[config.mk]
export PLATFORM = sky130hd
export DESIGN_NAME = utf8_to_utf16_transcoder
export DESIGN_NICKNAME = d
export VERILOG_FILES = /design/src/rtl/u8u16_pkg.sv /design/src/rtl/u8u16_front.sv /design/src/rtl/u8u16_queue.sv /design/src/rtl/u8u16_back.sv /design/src/rtl/utf8_to_utf16_transcoder.sv
export SDC_FILE = /design/constraint.sdc
export NUM_CORES = 1
export LEC_CHECK = 0
export BUFFER_PORTS_ARGS = -buffer_cell sky130_fd_sc_hd__buf_4
export CAP_MARGIN = 5
export CORE_ASPECT_RATIO = 0.75
export CORE_MARGIN = 2
export CORE_UTILIZATION = 40
export DETAILED_ROUTE_END_ITERATION = 8
export GPL_ROUTABILITY_DRIVEN = 0
export HOLD_SLACK_MARGIN = 0.15
export PLACE_DENSITY_LB_ADDON = 0.15
export SETUP_SLACK_MARGIN = 0.02
export SYNTH_ARGS = -nofsm -noshare
export SYNTH_HDL_FRONTEND = slang
export SYNTH_SLANG_ARGS = --single-unit
export TNS_END_PERCENT = 50
[constraint.sdc]
create_clock -name clk -period 5.8 [get_ports clk]
set_input_delay 0.58 -clock clk [delete_from_list [all_inputs] [get_ports clk]]
set_output_delay 0.58 -clock clk [all_outputs]
set_load 0.02 [all_outputs]
[src/rtl/u8u16_pkg.sv]
package u8u16_pkg;

    // Depth of the queue between the decoder and the output stage
    localparam int QDepth = 4;
    localparam int QPtrW  = $clog2(QDepth);
    localparam int QCntW  = $clog2(QDepth + 1);

    localparam logic [7:0]  LeadMask2 = 8'hE0;
    localparam logic [7:0]  LeadCode2 = 8'hC0;
    localparam logic [7:0]  LeadMask3 = 8'hF0;
    localparam logic [7:0]  LeadCode3 = 8'hE0;
    localparam logic [7:0]  LeadMask4 = 8'hF8;
    localparam logic [7:0]  LeadCode4 = 8'hF0;
    localparam logic [7:0]  AsciiLim  = 8'h80;
    localparam logic [20:0] BmpMax    = 21'h00FFFF;
    localparam logic [20:0] CpMax     = 21'h10FFFF;
    localparam logic [20:0] SuppBase  = 21'h010000;
    localparam logic [15:0] HiSurr    = 16'hD800;
    localparam logic [15:0] LoSurr    = 16'hDC00;

    // What one queue entry turns into at the output
    typedef enum logic [1:0] {
        KIND_END_ONLY,
        KIND_SINGLE,
        KIND_PAIR
    } kind_t;

    typedef struct packed {
        kind_t       kind;
        logic [15:0] unit_hi;     // single unit, or high surrogate
        logic [15:0] unit_lo;     // low surrogate
        logic        string_done;
    } q_entry_t;

endpackage

[src/rtl/u8u16_front.sv]
module u8u16_front (
    input  logic                clk,
    input  logic                rst_n,
    input  logic                s_tvalid,
    output logic                s_tready,
    input  logic [7:0]          s_tdata,
    input  logic                s_tlast,
    input  logic                q_full,
    output logic                q_push,
    output u8u16_pkg::q_entry_t q_data
);
    import u8u16_pkg::*;

    logic [1:0]  pending_reg, pending_next;
    logic [20:0] accum_reg, accum_next;
    logic        done_cp;
    logic [20:0] cp;
    logic [20:0] supp;
    logic        accept;

    assign s_tready = !q_full;
    assign accept   = s_tvalid && !q_full;
    assign supp     = cp - SuppBase;

    always_comb
    begin
        pending_next = pending_reg;
        accum_next   = accum_reg;
        done_cp      = 1'b0;
        cp           = '0;
        if (pending_reg == 2'd0)
        begin
            if (s_tdata < AsciiLim)
            begin
                cp      = {13'd0, s_tdata};
                done_cp = 1'b1;
            end
            else if ((s_tdata & LeadMask2) == LeadCode2)
            begin
                accum_next   = {16'd0, s_tdata[4:0]};
                pending_next = 2'd1;
            end
            else if ((s_tdata & LeadMask3) == LeadCode3)
            begin
                accum_next   = {17'd0, s_tdata[3:0]};
                pending_next = 2'd2;
            end
            else if ((s_tdata & LeadMask4) == LeadCode4)
            begin
                accum_next   = {18'd0, s_tdata[2:0]};
                pending_next = 2'd3;
            end
        end
        else
        begin
            accum_next   = {accum_reg[14:0], s_tdata[5:0]};
            pending_next = pending_reg - 2'd1;
            if (pending_reg == 2'd1)
            begin
                cp      = accum_next;
                done_cp = 1'b1;
            end
        end
        if (done_cp)
        begin
            accum_next = '0;
        end
        if (s_tlast)
        begin
            pending_next = 2'd0;
            accum_next   = '0;
        end
    end

    always_comb
    begin
        q_data.string_done = s_tlast;
        q_data.unit_hi     = '0;
        q_data.unit_lo     = HiSurr + {6'd0, supp[9:0]} + (LoSurr - HiSurr);
        if (done_cp && cp <= BmpMax)
        begin
            q_data.kind    = KIND_SINGLE;
            q_data.unit_hi = cp[15:0];
        end
        else if (done_cp && cp <= CpMax)
        begin
            q_data.kind    = KIND_PAIR;
            q_data.unit_hi = HiSurr + {6'd0, supp[19:10]};
        end
        else
        begin
            q_data.kind = KIND_END_ONLY;
        end
        q_push = accept && (q_data.kind != KIND_END_ONLY || s_tlast);
    end

    always_ff @(posedge clk or negedge rst_n)
    begin
        if (!rst_n)
        begin
            pending_reg <= '0;
            accum_reg   <= '0;
        end
        else if (accept)
        begin
            pending_reg <= pending_next;
            accum_reg   <= accum_next;
        end
    end

endmodule

[src/rtl/u8u16_queue.sv]
module u8u16_queue (
    input  logic                clk,
    input  logic                rst_n,
    input  logic                push,
    input  u8u16_pkg::q_entry_t wr_data,
    output logic                full,
    input  logic                pop,
    output logic                rd_valid,
    output u8u16_pkg::q_entry_t rd_data
);
    import u8u16_pkg::*;

    q_entry_t             slot_reg [QDepth];
    logic [QPtrW-1:0]     wr_ptr_reg, rd_ptr_reg;
    logic [QCntW-1:0]     count_reg;
    logic                 do_push, do_pop;

    assign full     = (count_reg == QCntW'(QDepth));
    assign rd_valid = (count_reg != '0);
    assign rd_data  = slot_reg[rd_ptr_reg];
    assign do_push  = push && !full;
    assign do_pop   = pop && rd_valid;

    always_ff @(posedge clk)
    begin
        if (do_push)
        begin
            slot_reg[wr_ptr_reg] <= wr_data;
        end
    end

    always_ff @(posedge clk or negedge rst_n)
    begin
        if (!rst_n)
        begin
            wr_ptr_reg <= '0;
            rd_ptr_reg <= '0;
            count_reg  <= '0;
        end
        else
        begin
            if (do_push)
            begin
                wr_ptr_reg <= (wr_ptr_reg == QPtrW'(QDepth - 1)) ? '0 : wr_ptr_reg + 1'b1;
            end
            if (do_pop)
            begin
                rd_ptr_reg <= (rd_ptr_reg == QPtrW'(QDepth - 1)) ? '0 : rd_ptr_reg + 1'b1;
            end
            count_reg <= count_reg + QCntW'(do_push) - QCntW'(do_pop);
        end
    end

endmodule

[src/rtl/u8u16_back.sv]
module u8u16_back (
    input  logic                clk,
    input  logic                rst_n,
    input  logic                q_valid,
    input  u8u16_pkg::q_entry_t q_data,
    output logic                q_pop,
    output logic                m_tvalid,
    input  logic                m_tready,
    output logic [15:0]         m_tdata,
    output logic [1:0]          m_tuser,
    output logic                m_tlast
);
    import u8u16_pkg::*;

    logic        valid_reg, valid_next;
    logic        phase_reg, phase_next;
    logic [15:0] data_reg, data_next;
    logic [1:0]  user_reg, user_next;
    logic        last_reg, last_next;
    logic        load;

    assign load     = !valid_reg || m_tready;
    assign m_tvalid = valid_reg;
    assign m_tdata  = data_reg;
    assign m_tuser  = user_reg;
    assign m_tlast  = last_reg;

    always_comb
    begin
        valid_next = valid_reg;
        phase_next = phase_reg;
        data_next  = data_reg;
        user_next  = user_reg;
        last_next  = last_reg;
        q_pop      = 1'b0;
        if (load)
        begin
            valid_next = q_valid;
            if (q_valid)
            begin
                unique case (q_data.kind)
                    KIND_PAIR:
                    begin
                        // high half first, hold the entry for the low half
                        data_next  = phase_reg ? q_data.unit_lo : q_data.unit_hi;
                        user_next  = {phase_reg, 1'b1};
                        last_next  = phase_reg && q_data.string_done;
                        q_pop      = phase_reg;
                        phase_next = !phase_reg;
                    end
                    KIND_SINGLE:
                    begin
                        data_next = q_data.unit_hi;
                        user_next = 2'b11;
                        last_next = q_data.string_done;
                        q_pop     = 1'b1;
                    end
                    default:
                    begin
                        data_next = '0;
                        user_next = 2'b10;
                        last_next = q_data.string_done;
                        q_pop     = 1'b1;
                    end
                endcase
            end
        end
    end

    always_ff @(posedge clk or negedge rst_n)
    begin
        if (!rst_n)
        begin
            valid_reg <= 1'b0;
            phase_reg <= 1'b0;
        end
        else
        begin
            valid_reg <= valid_next;
            phase_reg <= phase_next;
        end
    end

    always_ff @(posedge clk)
    begin
        data_reg <= data_next;
        user_reg <= user_next;
        last_reg <= last_next;
    end

endmodule

[src/rtl/utf8_to_utf16_transcoder.sv]
// Channel   Dir  Beat contents
// s_*       in   tdata[7:0] byte_in, tlast end_of_string
// m_*       out  tdata[15:0] unit, tuser[0] has_unit, tuser[1] last_of_input,
//                tlast string_done
//
// One byte is taken per cycle; the decoder state (pending count and partial
// code point) updates in the cycle the byte is accepted.
// A byte that completes a supplementary code point gives two output beats, so
// the output side runs one beat per cycle and a four-entry queue absorbs pairs.
// s_tready drops only while that queue is full; a stalled m_tready backs it up.
// Reset clears decoder state, queue pointers and the output valid.
module utf8_to_utf16_transcoder (
    input  logic        clk,
    input  logic        rst_n,
    input  logic        s_tvalid,
    output logic        s_tready,
    input  logic [7:0]  s_tdata,   // [7:0] byte_in
    input  logic        s_tlast,   // end_of_string
    output logic        m_tvalid,
    input  logic        m_tready,
    output logic [15:0] m_tdata,   // [15:0] unit
    output logic [1:0]  m_tuser,   // [0] has_unit, [1] last_of_input
    output logic        m_tlast    // string_done
);
    import u8u16_pkg::*;

    q_entry_t push_data, pop_data;
    logic     push, full, pop, pop_valid;

    // Decode bytes and queue an entry for every byte that yields a result
    u8u16_front u_front (
        .clk      (clk),
        .rst_n    (rst_n),
        .s_tvalid (s_tvalid),
        .s_tready (s_tready),
        .s_tdata  (s_tdata),
        .s_tlast  (s_tlast),
        .q_full   (full),
        .q_push   (push),
        .q_data   (push_data)
    );

    u8u16_queue u_queue (
        .clk      (clk),
        .rst_n    (rst_n),
        .push     (push),
        .wr_data  (push_data),
        .full     (full),
        .pop      (pop),
        .rd_valid (pop_valid),
        .rd_data  (pop_data)
    );

    // Expand each entry into one or two output beats
    u8u16_back u_back (
        .clk      (clk),
        .rst_n    (rst_n),
        .q_valid  (pop_valid),
        .q_data   (pop_data),
        .q_pop    (pop),
        .m_tvalid (m_tvalid),
        .m_tready (m_tready),
        .m_tdata  (m_tdata),
        .m_tuser  (m_tuser),
        .m_tlast  (m_tlast)
    );

endmodule

==> summary.txt, run 1 <==
Power
  • Worst IR Drop VDD: 209 uV
  • Total power: 4.40 mW
  • Cell-internal power: 2.92 mW
  • Power per cell area: 529 nW/um2
  • Switch share: 0.337
  • Flop pwr share: 0.415
  • Clk pwr share: 0.247
  • Psw: 1.48 mW
  • Comb pwr share: 0.338
  • Lkg Pwr: approximately 3 nW

Timing
  • Final setup violation count: 0
  • Fmax achieved: 255 MHz
  • Sum of negative setup slack: 0 ns
  • RSZ-0062 raised after global routing: no
  • Post-route setup slack: 1.89 ns
  • Max-slew violations: 0
  • Fin Clk Skew: 0.0103 ns
  • Worst Tran Pin Value: between 1 and 1.5 ns
  • Final hold vios: 0
  • Fin crit share: 0.675
  • Slew headroom: 0.204
  • Final min period: 3.91 ns

Critical path
  • Worst R2R Start: u_front.pending_reg[0]
  • Worst EP required: 6.11 ns
  • Worst reg2reg path depth: 11
  • Critical Path Source Type: register
  • CP max FO: 18
  • R2R Path End: u_queue.count_reg[2]
  • WS Path Type: register to register
  • Reg-to-reg setup timing slack: 1.89 ns
  • End of the critical path: u_queue.count_reg[2]
  • CP endpoint kind: register
  • Arrival time of the worst setup path: around 4.2 ns
  • Setup crit start: u_front.pending_reg[0]

Logic synthesis
  • Ys flop type: edfxtp_1
  • Post-Syn Area: 7220 um2
  • Most common cell in the netlist: edfxtp_1
  • Number of flops mapped to enable cells by yosys: 135
  • Largest cells by area after synthesis: edfxtp_1 (56%), mux4_2 (9.0%), dfrtp_1 (9.0%), nand2_1 (2.7%), mux2_2 (2.0%)
  • Ys Warns: 0
  • Average size of a mapped cell: 14.6 um2
  • Net Count, Synth: 517
  • Synth unique cells: 64
  • Leading area contributor after synthesis: edfxtp_1
  • Yosys reg bits: 161
  • Sequential area share after synthesis: 0.652
  • Area fraction of the dominant cell type after synthesis: 0.562
  • Most frequent cells after synthesis: edfxtp_1 (135), nand2_1 (51), mux4_2 (29)
  • Post-synth ARST share: 0.161
  • Syn Inst Count: approximately 490

Clocking
  • Hold buffer count at CTS: 1
  • Post-CTS Setup Bufs: 0
  • TritonCTS clock tree: built
  • CTS Root Cell: clkbuf_16
  • Total CTS buffers: 17
  • CTS clk-pin slew, worst paths: 0.06 ns
  • Clock Latency Late Sink: 0.43 ns
  • H-tree depth: 4
  • CTS resizes: 0
  • Num Clock Sinks: 161
  • Clock buffer depth: 2

Place
  • Port buffer count: 33
  • Hpwl dp: 10.5 mm
  • Pre-CTS setup slack: between 1.5 and 2 ns

Status
  • Outcome: finished, final reports clean

Cells and area
  • Storage element area: 4710 um2
  • Nets: 552
  • # diodes: 0
  • Largest register FFs: 116
  • Area occupied by multi-input gates: 2360 um2
  • Fillers: 1575
  • Layout cells sized above 1: 0.248
  • Area grow syn2layout: 15.1%

Global routing
  • Overall Global Routing Usage: 0.174
  • Initial antenna violation count: 0
  • Remaining global-route overflow: 0
  • Number of global-route vias before repair: between 4k and 5k
  • Gr busiest metal: met2
  • First-pass GRT wire length: 24.6 mm
  • Largest net degree at the start of global routing: 30
  • GR Util met2: 0.265
  • Met3 Use GR: 0.0422
  • Met1 GRT Util: 0.253

Routing
  • Final wirelength: 15.8 mm
  • Via density per instance: 5.52
  • DRT antenna net count: 0
  • DR vias: 4314
  • Number of remaining DRC errors: 0
  • Initial drt markers: 526
  • Routed len/inst: 20.2 um
  • Initial DRT Pass Iterations: 5

Job
  • Max_cap viols: 0

Floorplanning
  • Chip Height: 120 um
  • Die ar.: 19200 um2
  • Chip Width: 159 um
  • Initial Utilization: 0.409
  • # IOs: 34
  • CORE AREA: 17700 um2
  • Num rows: 42

Min path
  • Hold Path Class: primary input to register
## power by group through the flow
stage	clock network, mW	logic (mW)	registers [mW]
6_report	1.08	1.49	1.83
5_1_grt	1.16	1.64	1.86
4_1_cts	1.11	1.51	1.83
3_5_place_dp	0	1.51	1.86
3_3_place_gp	0	1.50	1.84
2_1_floorplan	0	1.00	1.87
## stage by stage
stage	utilization	cell area (um2)	hold WS [ns]	cells
floorplan	-	7220	0.284	493
global placement	0.438	7740	0.509	750
detailed placement	0.438	7740	0.511	750
CTS	0.471	8310	0.331	782
global route	0.471	8310	0.338	782
finish	0.471	8310	0.346	782
## area by class of cell
| type | instances | share of cell area |
|---|---|---|
| Inverter | 13 | 0.00587 |
| Sequential cell | 161 | 0.566 |
| Clock inverter | 14 | 0.0169 |
| Timing Repair Buffer | 43 | 0.0391 |
| Tap cell | 242 | 0.0364 |
| Multi-Input combinational cell | 292 | 0.284 |
| Clock buffer | 17 | 0.0512 |
## layout by cell type (no fill, tap or decap), types with 2 or more instances in the layout
| master | n |
|---|---|
| edfxtp_1 | 135 |
| nand2_1 | 51 |
| buf_4 | 42 |
| mux4_2 | 29 |
| nand3_1 | 27 |
| dfrtp_1 | 25 |
| nor2_1 | 21 |
| a21oi_1 | 18 |
| clkbuf_16 | 17 |
| o21ai_0 | 14 |
| inv_1 | 13 |
| mux2_2 | 13 |
| a22oi_1 | 11 |
| and3_1 | 10 |
| ha_1 | 10 |
| and2_1 | 6 |
| nor3_1 | 5 |
| xnor2_1 | 5 |
| mux2i_1 | 5 |
| or3_1 | 4 |
| nor2b_1 | 4 |
| a211oi_1 | 4 |
| a21boi_2 | 4 |
| clkinv_2 | 4 |
| nand4_1 | 3 |
| o31ai_1 | 3 |
| o211a_1 | 3 |
| o21a_1 | 2 |
| a21oi_2 | 2 |
| nor4b_1 | 2 |
| o311ai_0 | 2 |
| a31oi_1 | 2 |
| a211o_1 | 2 |
| clkinv_1 | 2 |
| clkinvlp_4 | 2 |
| bufinv_16 | 2 |
| clkinv_4 | 2 |
## routing by layer
| metal | routed length (um) | vias up |
|---|---|---|
| met5 | 0 | - |
| met4 | 157 | 0 |
| met3 | 726 | 15 |
| met2 | 7330 | 118 |
| met1 | 7620 | 2209 |
| li1 | - | 1972 |
## how the worst min path moves through the flow
stage	from	end	slack, ns	cells after the start
finish	m_tready	u_back.m_tvalid	0.35	2
global route	m_tready	u_back.m_tvalid	0.34	2
CTS	m_tready	u_back.m_tvalid	0.33	2
detailed placement	u_front.accum_reg[5]	u_front.accum_reg[5]	0.51	2
global placement	rst_n	u_front.accum_reg[0]	0.51	1
floorplan	rst_n	u_back.m_tvalid	0.28	0
## critical path, stage by stage, from the launching register on
cell	delay, ns
dfrtp_1	0.61
nor2b_1	0.84
nand2_1	0.21
ha_1	0.29
or3b_1	0.23
nor3_4	0.08
and2_2	0.24
o21ai_1	0.43
nand2_1	0.12
ha_1	0.22
fa_1	0.38
xnor2_1	0.14
## logic make-up after synthesis
kind of cell,share of synthesized area
muxes,0.120
and+or+nand+nor,0.104
AOI/OAI and AO/OA,0.0740
xor gates and xnor gates,0.00728
DFF,0.652
buffers and inverters,0.0234
adders and majority gates,0.0201
Power figures use the tool's default switching activity.
==> run 2, diff against run 1 <==
==> constraint.sdc (replaced) <==
create_clock -name clk -period 3.6 [get_ports clk]
set_input_delay 0.36 -clock clk [delete_from_list [all_inputs] [get_ports clk]]
set_output_delay 0.36 -clock clk [all_outputs]
set_load 0.02 [all_outputs]
==> run 2 against run 1 <==
Worst hold slack lost 0.16 ns. Global-route usage shrank 0.29 points. Fmax grew 29%. Clock skew grew 0.0020 ns. Critical path type unchanged.
==> summary.txt, run 2 (synthesized netlist as in run 1, its figures left out) <==
Status
  • Outcome: finished, final reports clean

Timing
  • Final min period: 3.03 ns
  • Final hold vios: 0
  • Fin Clk Skew: approximately 0.012 ns
  • Slew headroom: 0.285
  • Worst Tran Pin Value: 1.07 ns
  • Hold slack: 0.189 ns
  • Fin crit share: 0.843
  • RSZ-0062 raised after global routing: no
  • Fmax achieved: 330 MHz
  • Max-slew violations: 0
  • Final setup violation count: 0

Critical path
  • Worst EP required: 3.91 ns
  • Critical Path Source Type: register
  • WS Path Type: register to register
  • CP endpoint kind: register
  • Worst reg2reg path depth: 11
  • Slowest CP cell: o21ai_1
  • Worst path max stage delay: around 0.42 ns
  • Top delay family on crit path: simple AND/OR/NAND/NOR gates
  • Number of stages on the worst setup path: 11
  • Setup crit start: u_front.pending_reg[1]
  • Worst R2R Start: u_front.pending_reg[1]
  • Arrival time of the worst setup path: about 3.4 ns
  • CP max FO: 10
  • Cells along the critical path: nor2b_1 -> nand2_1 -> ha_1 -> or3b_1 -> nor3_4 -> and2_2 -> o21ai_1 -> nand2_1 -> ha_1 -> fa_1 -> xnor2_1
  • Crit path buf inv count: 0

Cells and area
  • Util after Layout: 0.480
  • Largest register FFs: 116
  • Layout cells sized above 1: 0.262
  • Most frequent cells in the layout: edfxtp_1 (135), nand2_1 (51), buf_4 (46)
  • Nets: 561
  • Fillers: approximately 1.5k
  • Commonest non-fill, non-tap cell in the layout: edfxtp_1
  • # diodes: 0
  • Area grow syn2layout: 17.3%
  • Fin cells: ~800

Global routing
  • Number of global-route vias before repair: 4200
  • Largest net degree at the start of global routing: 31
  • First-pass GRT wire length: 24.5 mm
  • Initial antenna violation count: 0
  • Remaining global-route overflow: 0
  • Overall Global Routing Usage: 0.171

Clocking
  • CTS resizes: 0
  • Total CTS buffers: 17
  • Hold buffer count at CTS: 2
  • Clock Latency Late Sink: 0.43 ns
  • CTS clk-pin slew, worst paths: roughly 0.070 ns
  • Num Clock Sinks: 161
  • Clock buffer depth: 2
  • TritonCTS clock tree: built
  • Post-CTS Setup Bufs: 0
  • H-tree depth: 4
  • CTS Root Cell: clkbuf_16

Power
  • Comb pwr share: 0.355
  • Worst IR Drop VDD: 312 uV
  • Lkg Pwr: 3.13 nW
  • Psw: 2.42 mW
  • Switch share: 0.335
  • Flop pwr share: 0.393
  • Power per cell area: 852 nW/um2
  • Cell-internal power: 4.80 mW
  • Clk pwr share: 0.252

Place
  • Placed cell count: 758
  • Hpwl dp: 10.3 mm
  • Port buffer count: 33

Routing
  • Final wirelength: 15.5 mm
  • Routed len/inst: between 15 and 20 um
  • Number of remaining DRC errors: 0
  • Via density per instance: around 5.5
  • DR vias: 4319
  • Initial drt markers: 310
  • Initial DRT Pass Iterations: 6
  • DRT antenna net count: 0

Floorplanning
  • CORE AREA: 17700 um2
  • # IOs: 34
  • Chip Height: 120 um
  • Initial Utilization: 0.409
  • Num rows: 42
  • Die ar.: about 19000 um2
  • Chip Width: 159 um

Min path
  • WHS Path Cells: 3
  • Hold Path Class: primary input to register
  • Worst hold start: s_tdata[1]

Job
  • Max_cap viols: 0
## run 2: cell count changes in the layout (fill, tap and decap cells not counted), sizes merged
cell         before  now
clkinv            8    5
clkinvlp          2    4
dlygate4sd3       1    2
buf              42   50
inv              15   17
## run 2: power by group through the flow
stage / clock network (mW) / logic, mW / registers (mW)
after floorplan: 0 / 1.62 / 3.01
after global placement: 0 / 2.57 / 2.86
after detailed placement: 0 / 2.60 / 2.88
after CTS: 1.86 / 2.60 / 2.84
after global routing: 1.93 / 2.82 / 2.88
final: 1.82 / 2.56 / 2.83
## run 2: through the flow
step,setup TNS [ns],power [mW],cell area [um2],setup WS (ns)
after global placement,0,5.43,7850,0.648
final,0,7.21,8470,0.565
after detailed placement,0,5.48,7850,0.595
after global routing,0,7.64,8470,0.262
after floorplan,-55.01,4.63,7220,-0.474
after CTS,0,7.30,8470,0.581
## run 2: area by class of cell
type | instances | area (um2) | share of cell area
clock inverter | 15 | 176 | 0.0208
tap | 242 | 303 | 0.0358
clock buffer | 17 | 425 | 0.0502
multi-input combinational | 292 | 2360 | 0.279
sequential | 161 | 4710 | 0.556
inverter | 13 | 48.8 | 0.00576
timing repair buffer | 52 | 445 | 0.0526
## run 2: per-layer routing
layer / share of wire / GRT usage / up-vias
met3: 0.047 / 0.0374 / 15
met4: 0.010 / 0.0602 / 0
li1: - / - / 1988
met2: 0.46 / 0.258 / 117
met1: 0.49 / 0.247 / 2199
met5: 0 / 0 / -
## run 2: worst paths after layout
kind / to / slack, ns
max: u_queue.count_reg[2] / 0.57
min in group asynchronous: u_front.accum_reg[6] / 0.37
min: u_front.accum_reg[1] / 0.19
max in group asynchronous: u_queue.rd_ptr_reg[0] / 2.95
min reg2reg: u_front.accum_reg[9] / 0.53
max reg2reg: u_queue.count_reg[2] / 0.57
## run 2: worst register-to-register path, cell delays in order (launching register included)
cell     delay, ns
dfrtp_1       0.37
nor2b_1       0.33
nand2_1       0.15
ha_1          0.25
or3b_1        0.22
nor3_4        0.08
and2_2        0.25
o21ai_1       0.43
nand2_1       0.12
ha_1          0.22
fa_1          0.37
xnor2_1       0.13
